`src/spfr_pkg.sv`:
```
// Shared constants and types for the serial port FIFO register block.
package spfr_pkg;

  // Entries in each character FIFO.
  localparam int unsigned FifoDepth = 128;
  localparam int unsigned PtrW      = $clog2(FifoDepth);
  // The fill count never exceeds FifoDepth-1, so it fits in the pointer width.
  localparam int unsigned CntW      = PtrW;
  localparam int unsigned CharW     = 7;
  localparam int unsigned LimitW    = 7;

  localparam logic [PtrW-1:0] PtrLast  = PtrW'(FifoDepth - 1);
  localparam logic [CntW-1:0] CntFull  = CntW'(FifoDepth - 1);
  localparam logic [LimitW-1:0] LimitReset = 7'd35;

  // Request kinds.
  localparam logic [1:0] CMD_BUS_READ  = 2'd0;
  localparam logic [1:0] CMD_BUS_WRITE = 2'd1;
  localparam logic [1:0] CMD_LINE_RX   = 2'd2;
  localparam logic [1:0] CMD_TX_TICK   = 2'd3;

  // Bus register selection.
  localparam logic SEL_STATUS = 1'b0;
  localparam logic SEL_DATA   = 1'b1;

  localparam logic [7:0] READ_EMPTY = 8'hFF;

  // Controller to datapath.
  typedef struct packed {
    logic capture;  // latch the incoming request
    logic commit;   // apply the request and load the result register
  } spfr_ctl_t;

  // Datapath to controller.
  typedef struct packed {
    logic out_free; // result register can take a new result this cycle
  } spfr_stat_t;

  function automatic logic [PtrW-1:0] next_ptr(input logic [PtrW-1:0] p);
    logic [PtrW-1:0] n;
    if (p == PtrLast) begin
      n = '0;
    end else begin
      n = p + PtrW'(1);
    end
    return n;
  endfunction

endpackage

```
`src/spfr_ctrl.sv`:
```
// Controller state machine for the serial port FIFO register block.
module spfr_ctrl (
  input  logic               clk_i,
  input  logic               rst_ni,
  input  logic               req_valid_i,
  output logic               req_ready_o,
  input  spfr_pkg::spfr_stat_t stat_i,
  output spfr_pkg::spfr_ctl_t  ctl_o
);
  import spfr_pkg::*;

  localparam logic ST_IDLE = 1'b0;
  localparam logic ST_EXEC = 1'b1;

  logic state_q, state_d;

  assign req_ready_o = (state_q == ST_IDLE);

  always_comb begin
    state_d       = state_q;
    ctl_o.capture = 1'b0;
    ctl_o.commit  = 1'b0;
    unique case (state_q)
      ST_IDLE: begin
        if (req_valid_i) begin
          ctl_o.capture = 1'b1;
          state_d       = ST_EXEC;
        end
      end
      ST_EXEC: begin
        // The FIFO read data is ready now; finish once the result slot is free.
        if (stat_i.out_free) begin
          ctl_o.commit = 1'b1;
          state_d      = ST_IDLE;
        end
      end
      default: state_d = ST_IDLE;
    endcase
  end

  always_ff @(posedge clk_i or negedge rst_ni) begin
    if (!rst_ni) begin
      state_q <= ST_IDLE;
    end else begin
      state_q <= state_d;
    end
  end

endmodule

```
`src/spfr_datapath.sv`:
```
// FIFO storage, pointers, counts, limit register and result register.
module spfr_datapath (
  input  logic                      clk_i,
  input  logic                      rst_ni,
  input  spfr_pkg::spfr_ctl_t       ctl_i,
  output spfr_pkg::spfr_stat_t      stat_o,
  input  logic [1:0]                cmd_i,
  input  logic                      sel_i,
  input  logic [7:0]                data_i,
  input  logic                      cfg_we_i,
  input  logic [spfr_pkg::LimitW-1:0] cfg_wdata_i,
  output logic                      out_valid_o,
  input  logic                      out_ready_i,
  output logic [7:0]                out_read_data_o,
  output logic                      out_accepted_o,
  output logic                      out_tx_valid_o,
  output logic [spfr_pkg::CharW-1:0] out_tx_char_o
);
  import spfr_pkg::*;

  // Captured request.
  logic [1:0]       cmd_q;
  logic             sel_q;
  logic [CharW-1:0] char_q;

  logic [LimitW-1:0] limit_q;

  logic [CharW-1:0] rx_mem [FifoDepth];
  logic [CharW-1:0] tx_mem [FifoDepth];
  logic [CharW-1:0] rx_rd_q, tx_rd_q;

  logic [PtrW-1:0] rx_head_q, rx_head_d, rx_tail_q, rx_tail_d;
  logic [PtrW-1:0] tx_head_q, tx_head_d, tx_tail_q, tx_tail_d;
  logic [CntW-1:0] rx_cnt_q, rx_cnt_d, tx_cnt_q, tx_cnt_d;

  logic rx_push, rx_pop, tx_push, tx_pop;

  logic             out_valid_q;
  logic [7:0]       rd_q, rd_d;
  logic             acc_q, acc_d;
  logic             tv_q, tv_d;
  logic [CharW-1:0] tc_q, tc_d;

  assign stat_o.out_free = !out_valid_q || out_ready_i;

  always_ff @(posedge clk_i) begin
    if (ctl_i.capture) begin
      cmd_q  <= cmd_i;
      sel_q  <= sel_i;
      char_q <= data_i[CharW-1:0];
    end
  end

  always_ff @(posedge clk_i or negedge rst_ni) begin
    if (!rst_ni) begin
      limit_q <= LimitReset;
    end else if (cfg_we_i) begin
      limit_q <= cfg_wdata_i;
    end
  end

  // Head entries are read every cycle; the head does not move between capture
  // and commit, so the registered word is the one a pop needs.
  always_ff @(posedge clk_i) begin
    rx_rd_q <= rx_mem[rx_head_q];
    if (rx_push) begin
      rx_mem[rx_tail_q] <= char_q;
    end
  end

  always_ff @(posedge clk_i) begin
    tx_rd_q <= tx_mem[tx_head_q];
    if (tx_push) begin
      tx_mem[tx_tail_q] <= char_q;
    end
  end

  always_comb begin
    rx_push = 1'b0;
    rx_pop  = 1'b0;
    tx_push = 1'b0;
    tx_pop  = 1'b0;
    rd_d    = '0;
    acc_d   = 1'b0;
    tv_d    = 1'b0;
    tc_d    = '0;
    unique case (cmd_q)
      CMD_BUS_READ: begin
        if (sel_q == SEL_STATUS) begin
          rd_d = {6'b0, rx_cnt_q != '0, tx_cnt_q < CntFull};
        end else if (rx_cnt_q != '0) begin
          rd_d   = {1'b0, rx_rd_q};
          rx_pop = ctl_i.commit;
        end else begin
          rd_d = READ_EMPTY;
        end
      end
      CMD_BUS_WRITE: begin
        if (sel_q == SEL_DATA && tx_cnt_q < CntFull) begin
          acc_d   = 1'b1;
          tx_push = ctl_i.commit;
        end
      end
      CMD_LINE_RX: begin
        if (32'(rx_cnt_q) < 32'(limit_q) && rx_cnt_q < CntFull) begin
          acc_d   = 1'b1;
          rx_push = ctl_i.commit;
        end
      end
      CMD_TX_TICK: begin
        if (tx_cnt_q != '0) begin
          tv_d   = 1'b1;
          tc_d   = tx_rd_q;
          tx_pop = ctl_i.commit;
        end
      end
      default: ;
    endcase
  end

  // Pointer and count updates; both pointers return to zero when a pop empties.
  always_comb begin
    rx_head_d = rx_head_q;
    rx_tail_d = rx_tail_q;
    rx_cnt_d  = rx_cnt_q;
    tx_head_d = tx_head_q;
    tx_tail_d = tx_tail_q;
    tx_cnt_d  = tx_cnt_q;
    if (rx_push) begin
      rx_tail_d = next_ptr(rx_tail_q);
      rx_cnt_d  = rx_cnt_q + CntW'(1);
    end
    if (rx_pop) begin
      rx_cnt_d = rx_cnt_q - CntW'(1);
      if (rx_cnt_q == CntW'(1)) begin
        rx_head_d = '0;
        rx_tail_d = '0;
      end else begin
        rx_head_d = next_ptr(rx_head_q);
      end
    end
    if (tx_push) begin
      tx_tail_d = next_ptr(tx_tail_q);
      tx_cnt_d  = tx_cnt_q + CntW'(1);
    end
    if (tx_pop) begin
      tx_cnt_d = tx_cnt_q - CntW'(1);
      if (tx_cnt_q == CntW'(1)) begin
        tx_head_d = '0;
        tx_tail_d = '0;
      end else begin
        tx_head_d = next_ptr(tx_head_q);
      end
    end
  end

  always_ff @(posedge clk_i or negedge rst_ni) begin
    if (!rst_ni) begin
      rx_head_q <= '0;
      rx_tail_q <= '0;
      rx_cnt_q  <= '0;
      tx_head_q <= '0;
      tx_tail_q <= '0;
      tx_cnt_q  <= '0;
    end else begin
      rx_head_q <= rx_head_d;
      rx_tail_q <= rx_tail_d;
      rx_cnt_q  <= rx_cnt_d;
      tx_head_q <= tx_head_d;
      tx_tail_q <= tx_tail_d;
      tx_cnt_q  <= tx_cnt_d;
    end
  end

  always_ff @(posedge clk_i or negedge rst_ni) begin
    if (!rst_ni) begin
      out_valid_q <= 1'b0;
    end else if (ctl_i.commit) begin
      out_valid_q <= 1'b1;
    end else if (out_ready_i) begin
      out_valid_q <= 1'b0;
    end
  end

  always_ff @(posedge clk_i) begin
    if (ctl_i.commit) begin
      rd_q  <= rd_d;
      acc_q <= acc_d;
      tv_q  <= tv_d;
      tc_q  <= tc_d;
    end
  end

  assign out_valid_o     = out_valid_q;
  assign out_read_data_o = rd_q;
  assign out_accepted_o  = acc_q;
  assign out_tx_valid_o  = tv_q;
  assign out_tx_char_o   = tc_q;

endmodule

```
`src/serial_port_fifo_registers.sv`:
```
// Top level of the serial port with receive and transmit character FIFOs.
//
// Every request on the slave stream is one event: a bus read or write of the
// status or data register, a character arriving from the line, or a tick from
// the transmitter asking for the next character. Each request yields exactly
// one result on the master stream carrying the read byte, whether a character
// was stored, and the character handed to the transmitter, if any.
//
// A request is captured in the idle state, while the head entries of both
// FIFO memories are read into registers, and is applied in the execute
// state once the result register is free, when that register is loaded.
// The registered read port of the FIFO memories is why a request needs
// both states; one request is in flight at a time, so a new request is not
// taken before the last one is applied, and the result is offered on the
// master side from the edge at which the request is applied.
//
// When the receiver stalls, the result stays in the output register and the
// block accepts one more request, holding it until the output register frees.
// Reset empties both FIFOs, clears their pointers and sets the receive limit
// to 35; memory contents are not cleared since unwritten entries are never read.
module serial_port_fifo_registers (
  input  logic        clk_i,
  input  logic        rst_ni,
  // Request stream.
  input  logic        s_axis_tvalid_i,
  output logic        s_axis_tready_o,
  input  logic [7:0]  s_axis_tdata_i,   // [7:0] data_in
  input  logic [2:0]  s_axis_tuser_i,   // [1:0] cmd, [2] port_select
  // Result stream.
  output logic        m_axis_tvalid_o,
  input  logic        m_axis_tready_i,
  // [7:0] read_data, [8] accepted, [9] tx_valid, [16:10] tx_char, [23:17] zero
  output logic [23:0] m_axis_tdata_o,
  // Receive limit register.
  input  logic        cfg_we_i,
  input  logic [6:0]  cfg_wdata_i
);
  import spfr_pkg::*;

  spfr_ctl_t  ctl;
  spfr_stat_t stat;

  logic [7:0]       read_data;
  logic             accepted;
  logic             tx_valid;
  logic [CharW-1:0] tx_char;

  spfr_ctrl u_ctrl (
    .clk_i       (clk_i),
    .rst_ni      (rst_ni),
    .req_valid_i (s_axis_tvalid_i),
    .req_ready_o (s_axis_tready_o),
    .stat_i      (stat),
    .ctl_o       (ctl)
  );

  spfr_datapath u_datapath (
    .clk_i           (clk_i),
    .rst_ni          (rst_ni),
    .ctl_i           (ctl),
    .stat_o          (stat),
    .cmd_i           (s_axis_tuser_i[1:0]),
    .sel_i           (s_axis_tuser_i[2]),
    .data_i          (s_axis_tdata_i),
    .cfg_we_i        (cfg_we_i),
    .cfg_wdata_i     (cfg_wdata_i),
    .out_valid_o     (m_axis_tvalid_o),
    .out_ready_i     (m_axis_tready_i),
    .out_read_data_o (read_data),
    .out_accepted_o  (accepted),
    .out_tx_valid_o  (tx_valid),
    .out_tx_char_o   (tx_char)
  );

  assign m_axis_tdata_o = {7'b0, tx_char, tx_valid, accepted, read_data};

endmodule
```
`config.mk`:
```
export PLATFORM = sky130hd
export DESIGN_NAME = serial_port_fifo_registers
export DESIGN_NICKNAME = d
export VERILOG_FILES = /design/src/spfr_pkg.sv /design/src/spfr_ctrl.sv /design/src/spfr_datapath.sv /design/src/serial_port_fifo_registers.sv
export SDC_FILE = /design/constraint.sdc
export NUM_CORES = 2
export LEC_CHECK = 0
export BUFFER_PORTS_ARGS = -buffer_cell sky130_fd_sc_hd__buf_2
export CAP_MARGIN = 20
export CORE_MARGIN = 5
export CORE_UTILIZATION = 55
export CTS_BUF_LIST = sky130_fd_sc_hd__clkbuf_8
export CTS_CLUSTER_DIAMETER = 80
export CTS_CLUSTER_SIZE = 24
export DETAILED_ROUTE_END_ITERATION = 7
export PLACE_DENSITY = 0.71
export SLEW_MARGIN = 20
export SYNTH_ARGS = -nofsm -noshare
export SYNTH_HDL_FRONTEND = slang
export SYNTH_SLANG_ARGS = --single-unit
```
`constraint.sdc`:
```
create_clock -name clk_i -period 5.54 [get_ports clk_i]
set_input_delay 1.108 -clock clk_i [delete_from_list [all_inputs] [get_ports clk_i]]
set_output_delay 1.108 -clock clk_i [all_outputs]
set_load 0.02 [all_outputs]
```
### After elaboration in Yosys (flattened, before gate mapping)

Memories as Yosys holds them, arrays and structs flattened. A register that Yosys moved wholly into a read port is not among the register bits.
Cells that the tools add are included.

| cells by class | value |
|---|---|
| magnitude comparators | 3 |
| $mul | 0 |
| mux-type cells | 43 |
| reductions and logical operators | 12 |
| shift operators | 0 |
| $add $sub $neg | 8 |
| bitwise gates (word level) | 1 |
| div/mod/pow operators | 0 |
| eq/ne operators | 9 |

Operator list:

| cell | count |
|---|---|
| 7-bit two-way mux | 16 |
| 7-bit by 1-bit adder with 7-bit output (second input constant) | 6 |
| 7-bit equality test (second input constant) | 4 |
| 1-bit two-way mux | 23 |
| 7-bit by 1-bit equality test with 1-bit output (second input constant) | 2 |
| 7-bit less-than comparator (second input constant) | 2 |
| 7-bit nonzero test | 2 |
| 7-bit by 1-bit subtractor with 7-bit output (second input constant) | 2 |
| 8-bit two-way mux | 1 |
| 7-bit less-than comparator | 1 |
| 2-bit nonzero test | 3 |
| 2-bit equality test (second input constant) | 2 |
| 1-bit case mux with 2 select lines | 2 |
| 2-bit AND reduction | 2 |
| 2-bit by 1-bit equality test with 1-bit output (second input constant) | 1 |
| 1-bit logical AND | 2 |
| 2-bit logical NOT | 1 |
| 2-bit two-way mux | 1 |
| 1-bit logical NOT | 1 |
| 1-bit logical OR | 1 |
| 1-bit inverter | 1 |

| storage, ports and cells | value |
|---|---|
| output and inout port bits | 26 |
| memories | 2 |
| bits in writable memories | 1,792 |
| word-level logic and storage cells | 95 |
| register bits after elaboration | 78 |
| memory bits (read-only) | 0 |
| latch bits | 0 |
| input bits | 23 |

Memory list:

| name | words | width | read ports | clocked after memory_dff | write ports | line | text |
|---|---|---|---|---|---|---|---|
| u_datapath.rx_mem | 128 | 7 | 1 | 1 | 1 | spfr_datapath.sv:28 | `logic [CharW-1:0] rx_mem [FifoDepth];` |
| u_datapath.tx_mem | 128 | 7 | 1 | 1 | 1 | spfr_datapath.sv:29 | `logic [CharW-1:0] tx_mem [FifoDepth];` |

### Depth between registers and ports, before layout

| depth | value |
|---|---|
| word-level depth | 9 |
| mapped depth | 10 |
| gate-level depth less buffers | 8 |

### By module

A second synthesis with hierarchy kept.

| unflattened totals | value |
|---|---|
| cells, all modules | 3,545 |
| area total of the unflattened synthesis | 73,609.3 µm² |

By module, submodules not included:

| module | cells each | instances | area each (µm²) |
|---|---|---|---|
| spfr_datapath | 3,529 | 1 | 73,484.2 |
| serial_port_fifo_registers | 10 | 1 | 71.3 |
| spfr_ctrl | 6 | 1 | 53.8 |

### Least setup slack after synthesis

No wires, ideal clock.

| timing | value |
|---|---|
| path kind | reg2reg |
| start | reg u_datapath.char_q[0] |
| end | mem u_datapath.rx_mem[0][0] (data pin) |
| arrival | 3.228 ns |
| period minus slack after synthesis | 4.046 ns |
| setup time | 0.817 ns |
| cell stages (with the launch flop) | 1 |
| path slack | 1.494 ns |
| path through | edfxtp_1 |

RTL lines:

| element | line | text |
|---|---|---|
| start, declared | spfr_datapath.sv:24 | `logic [CharW-1:0] char_q;` |
| start signal, assigned | spfr_datapath.sv:50 | `char_q <= data_i[CharW-1:0];` |
| end, declared | spfr_datapath.sv:28 |  |

No word-level cell before the write port.

### Final worst setup path

| timing | value |
|---|---|
| start | reg u_datapath.rx_cnt_q[4] |
| end | mem u_datapath.rx_mem[1][5], enable pin |

| between the ends | value |
|---|---|
| cells in the longest elaborated chain, start to end | 6 |
| elaborated cells on any way between the ends | 7 |

RTL lines:

| element | line | text |
|---|---|---|
| start, declared | spfr_datapath.sv:34 | `logic [CntW-1:0] rx_cnt_q, rx_cnt_d, tx_cnt_q, tx_cnt_d;` |
| start signal, assigned | spfr_datapath.sv:168 | `rx_cnt_q <= rx_cnt_d;` |
| 7-bit less-than comparator | spfr_datapath.sv:105 | `if (32'(rx_cnt_q) < 32'(limit_q) && rx_cnt_q < CntFull) begin` |
| 1-bit logical AND * | spfr_datapath.sv:105 |  |
| 1-bit two-way mux * | spfr_datapath.sv:105 |  |
| 1-bit two-way mux * | spfr_datapath.sv:87 | `unique case (cmd_q)` |
| 1-bit two-way mux * | spfr_datapath.sv:66 | `if (rx_push) begin` |
| 1-bit two-way mux (implied by the code) * | spfr_datapath.sv:67 | `rx_mem[rx_tail_q] <= char_q;` |

Mark *: on every way between the ends. The rest lies on a longest branch, timed or not.

==> results.cfg <==
[run_status]
status = finished, final reports clean

[yosys]
synth_top_area_share_pct = 73.81
synth_common_cells = edfxtp_1 (1,819), mux4_2 (415), nor2_1 (324), mux2i_1 (181), nand2_1 (122)
yosys.cell_count.top_type = edfxtp_1
syn_inst = 3719
synthTopCellsByArea = edfxtp_1 (74%), mux4_2 (13%), mux2i_1 (2.4%), nor2_1 (1.6%), dfrtp_1 (1.6%)
yosysTopAreaCell = edfxtp_1
synth.avg_cell_area_um2 = 19.90
synth_cell_types = 74
synth-edff-count = 1819
ys_seq_area_share_pct = 75.92
synth_seq_cells = 1884
async_flop_share_pct = 2.707
ys_warn_count = 0
syn_area_um2 = 74000
ys.flop_type = edfxtp_1

[worst_setup_path]
path_buf_inv = 1
r2r-end = u_datapath.rx_mem[1][5]
path_cells = ha_1 -> a21o_1 -> a21o_1 -> a2111oi_4 -> o21a_1 -> nand4b_2 -> buf_4 -> nor2_1
cp_max_fo = 15
crit_type = reg2reg
crit_top_cell = a21o_1
rrSetupSlack_ns = 1.03
max_stage_delay_ns = 0.86
cp.arrival_ns = 4.99
r2r_cells = 8
crit_path_start_kind = register
cp_data_required_time_ns = 6.02
crit_family = simple AND/OR/NAND/NOR gates
r2r-start = u_datapath.rx_cnt_q[4]
cp-end-kind = register
slowest_stage = nand4b_2

[floorplan]
ios = 49
coreArea_um2 = 133600
die_y_um = 376.8
start_util_pct = 55.38
die_area_um2 = 142000
die_width_um = 376.8
num_rows = 134

[global_route]
grt.overflow.total = 0
antenna_found_initial = 4
grt_pass1_vias = 34910
grt_start_max_net_pins = 233
grt_pass1_wl_mm = 233.9
grt_usage_pct = 22.24

[sta]
setup_viol = 0
hold_viol_final = 0
tns_ns = 0
drv_slew = 0
period_needed_ns = 4.513
finClkSkew_ns = 0.04384
fin_ws_ns = 1.027
tightest_slew_ns = 1.181
fmax_ghz = 0.2216
slew_headroom_pct = 21.12
rsz0062_at_grt = no
post-route-period-util_pct = 81.46

[placed_design]
place.gp.congestion = 0.8561
dp.cells = 5387
post-dp-hpwl_mm = 94.52
pre_cts_ws_ns = 0.5387
port_buffers = 40

[hold_path]
min_to = u_datapath.char_q[0]
hold_class = in2reg
min_path_cells = 1
hold_path.startpoint = s_axis_tdata_i[0]

[clock_network]
ctsResizeCount = 0
clockBufferDepth = 3
cts_tree = done
clk_pin_slew_ns = 0.14
cts_hold_buf = 0
clkLatencyLatePin_ns = 0.85
htreeDepth = 3
post_cts_buffers = 0
cts_num_sinks = 1884
cts_buffers = 88
cts_root_buf = clkbuf_8

[routing]
drt_iter0_markers = 4023
ant_nets = 0
via_per_inst = 6.363
remaining_drc_errors = 0
vias = 35230
wl_per_cell_um = 28.59
drt-total-wl_mm = 158.3
drtPass1Iterations = 6

[final_layout]
utilization_pct = 58.16
drive_gt1_share_pct = 17.66
synthToLayoutAreaGrowth_pct = 5.020
register_area_um2 = 56210
multi_input_area_um2 = 16740
nets = 3755
finalNonFillerCells = 5536
fillers = 9543

[pwr]
leakagePower_nw = 23.88
p_per_area_nw_per_um2 = 378.0
vdd_drop_max_mv = 0.2893

[flow_run]
drv_cap = 0
==> layout make-up <==
type                    count  share of cell area (%)
inverters                  33                  0.1594
diodes                      3                0.009660
multi-input cells        1594                   21.54
clock inverters            55                  0.2721
repair buffers            110                   1.275
well taps                1768                   2.846
flip-flops and latches   1884                   72.32
clock buffers              89                   1.576
==> report_power, final <==
part           internal (mW)  total [mW]  switching (mW)
clock                   1.52        5.48            3.96
combinational           3.20        6.93            3.73
sequential              16.3        17.0           0.658
==> per-layer routing <==
| layer | routed length (um) | vias to the layer above | GRT usage (%) |
|---|---|---|---|
| met1 | 63390 | 18530 | 31.48 |
| met5 | 13 | - | 0 |
| met4 | 5358 | 2 | 6.804 |
| li1 | - | 15040 | - |
| met2 | 79040 | 1411 | 36.72 |
| met3 | 10480 | 241 | 3.148 |
==> worst max path at each step <==
stage	startpoint	slack, ns	end	depth (start not counted)
finish	u_datapath.rx_cnt_q[4]	1.03	u_datapath.rx_mem[1][5]	8
global route	u_datapath.rx_cnt_q[4]	0.88	u_datapath.rx_mem[1][2]	8
CTS	u_datapath.rx_cnt_q[4]	0.97	u_datapath.rx_mem[1][1]	8
detailed placement	m_axis_tready_i	0.54	u_datapath.rx_mem[1][0]	8
global placement	m_axis_tready_i	0.65	u_datapath.rx_mem[25][4]	8
floorplan	u_datapath.char_q[0]	1.49	u_datapath.rx_mem[0][0]	0
==> cell usage in the layout, fill, tap and decap left out, drive strengths merged, types with 48 or more instances in the layout <==
cell type,n
mux2i,181
inv,78
dfrtp,48
nand2,123
o21ai,55
edfxtp,1819
nor2,325
a21oi,72
mux4,415
nand3,54
buf,110
clkbuf,89
==> stage by stage <==
step	hold WS [ns]	total power, mW	cell area (um2)
global route	0.3574	30.52	77720
global placement	0.4883	24.19	76220
detailed placement	0.4972	24.30	76220
finish	0.4343	29.38	77720
floorplan	0.4639	22.29	74030
CTS	0.3555	29.57	77660
==> worst register-to-register path: cells and delay by family, from the launching register on <==
| family | cells | cell delay [ns] |
|---|---|---|
| simple gates | 2 | 1.41 |
| compound gates | 4 | 1.39 |
| flops | 1 | 0.50 |
| buf+inv | 1 | 0.52 |
| fa+ha+maj | 1 | 0.35 |
==> cell families (layout without fill, tap and decap cells) <==
family | after synthesis | after routing | synth area share (%)
and+or+nand+nor | 608 | 608 | 3.633
DFF | 1884 | 1884 | 75.92
AOI/OAI and AO/OA | 327 | 327 | 2.999
muxes | 612 | 612 | 15.32
buffers and inverters | 247 | 287 | 1.542
adders and majority gates | 21 | 21 | 0.3551
other | 1 | 10 | 0.005067
xor gates and xnor gates | 19 | 19 | 0.2249
Note: power is estimated with default switching activity, not from simulation.
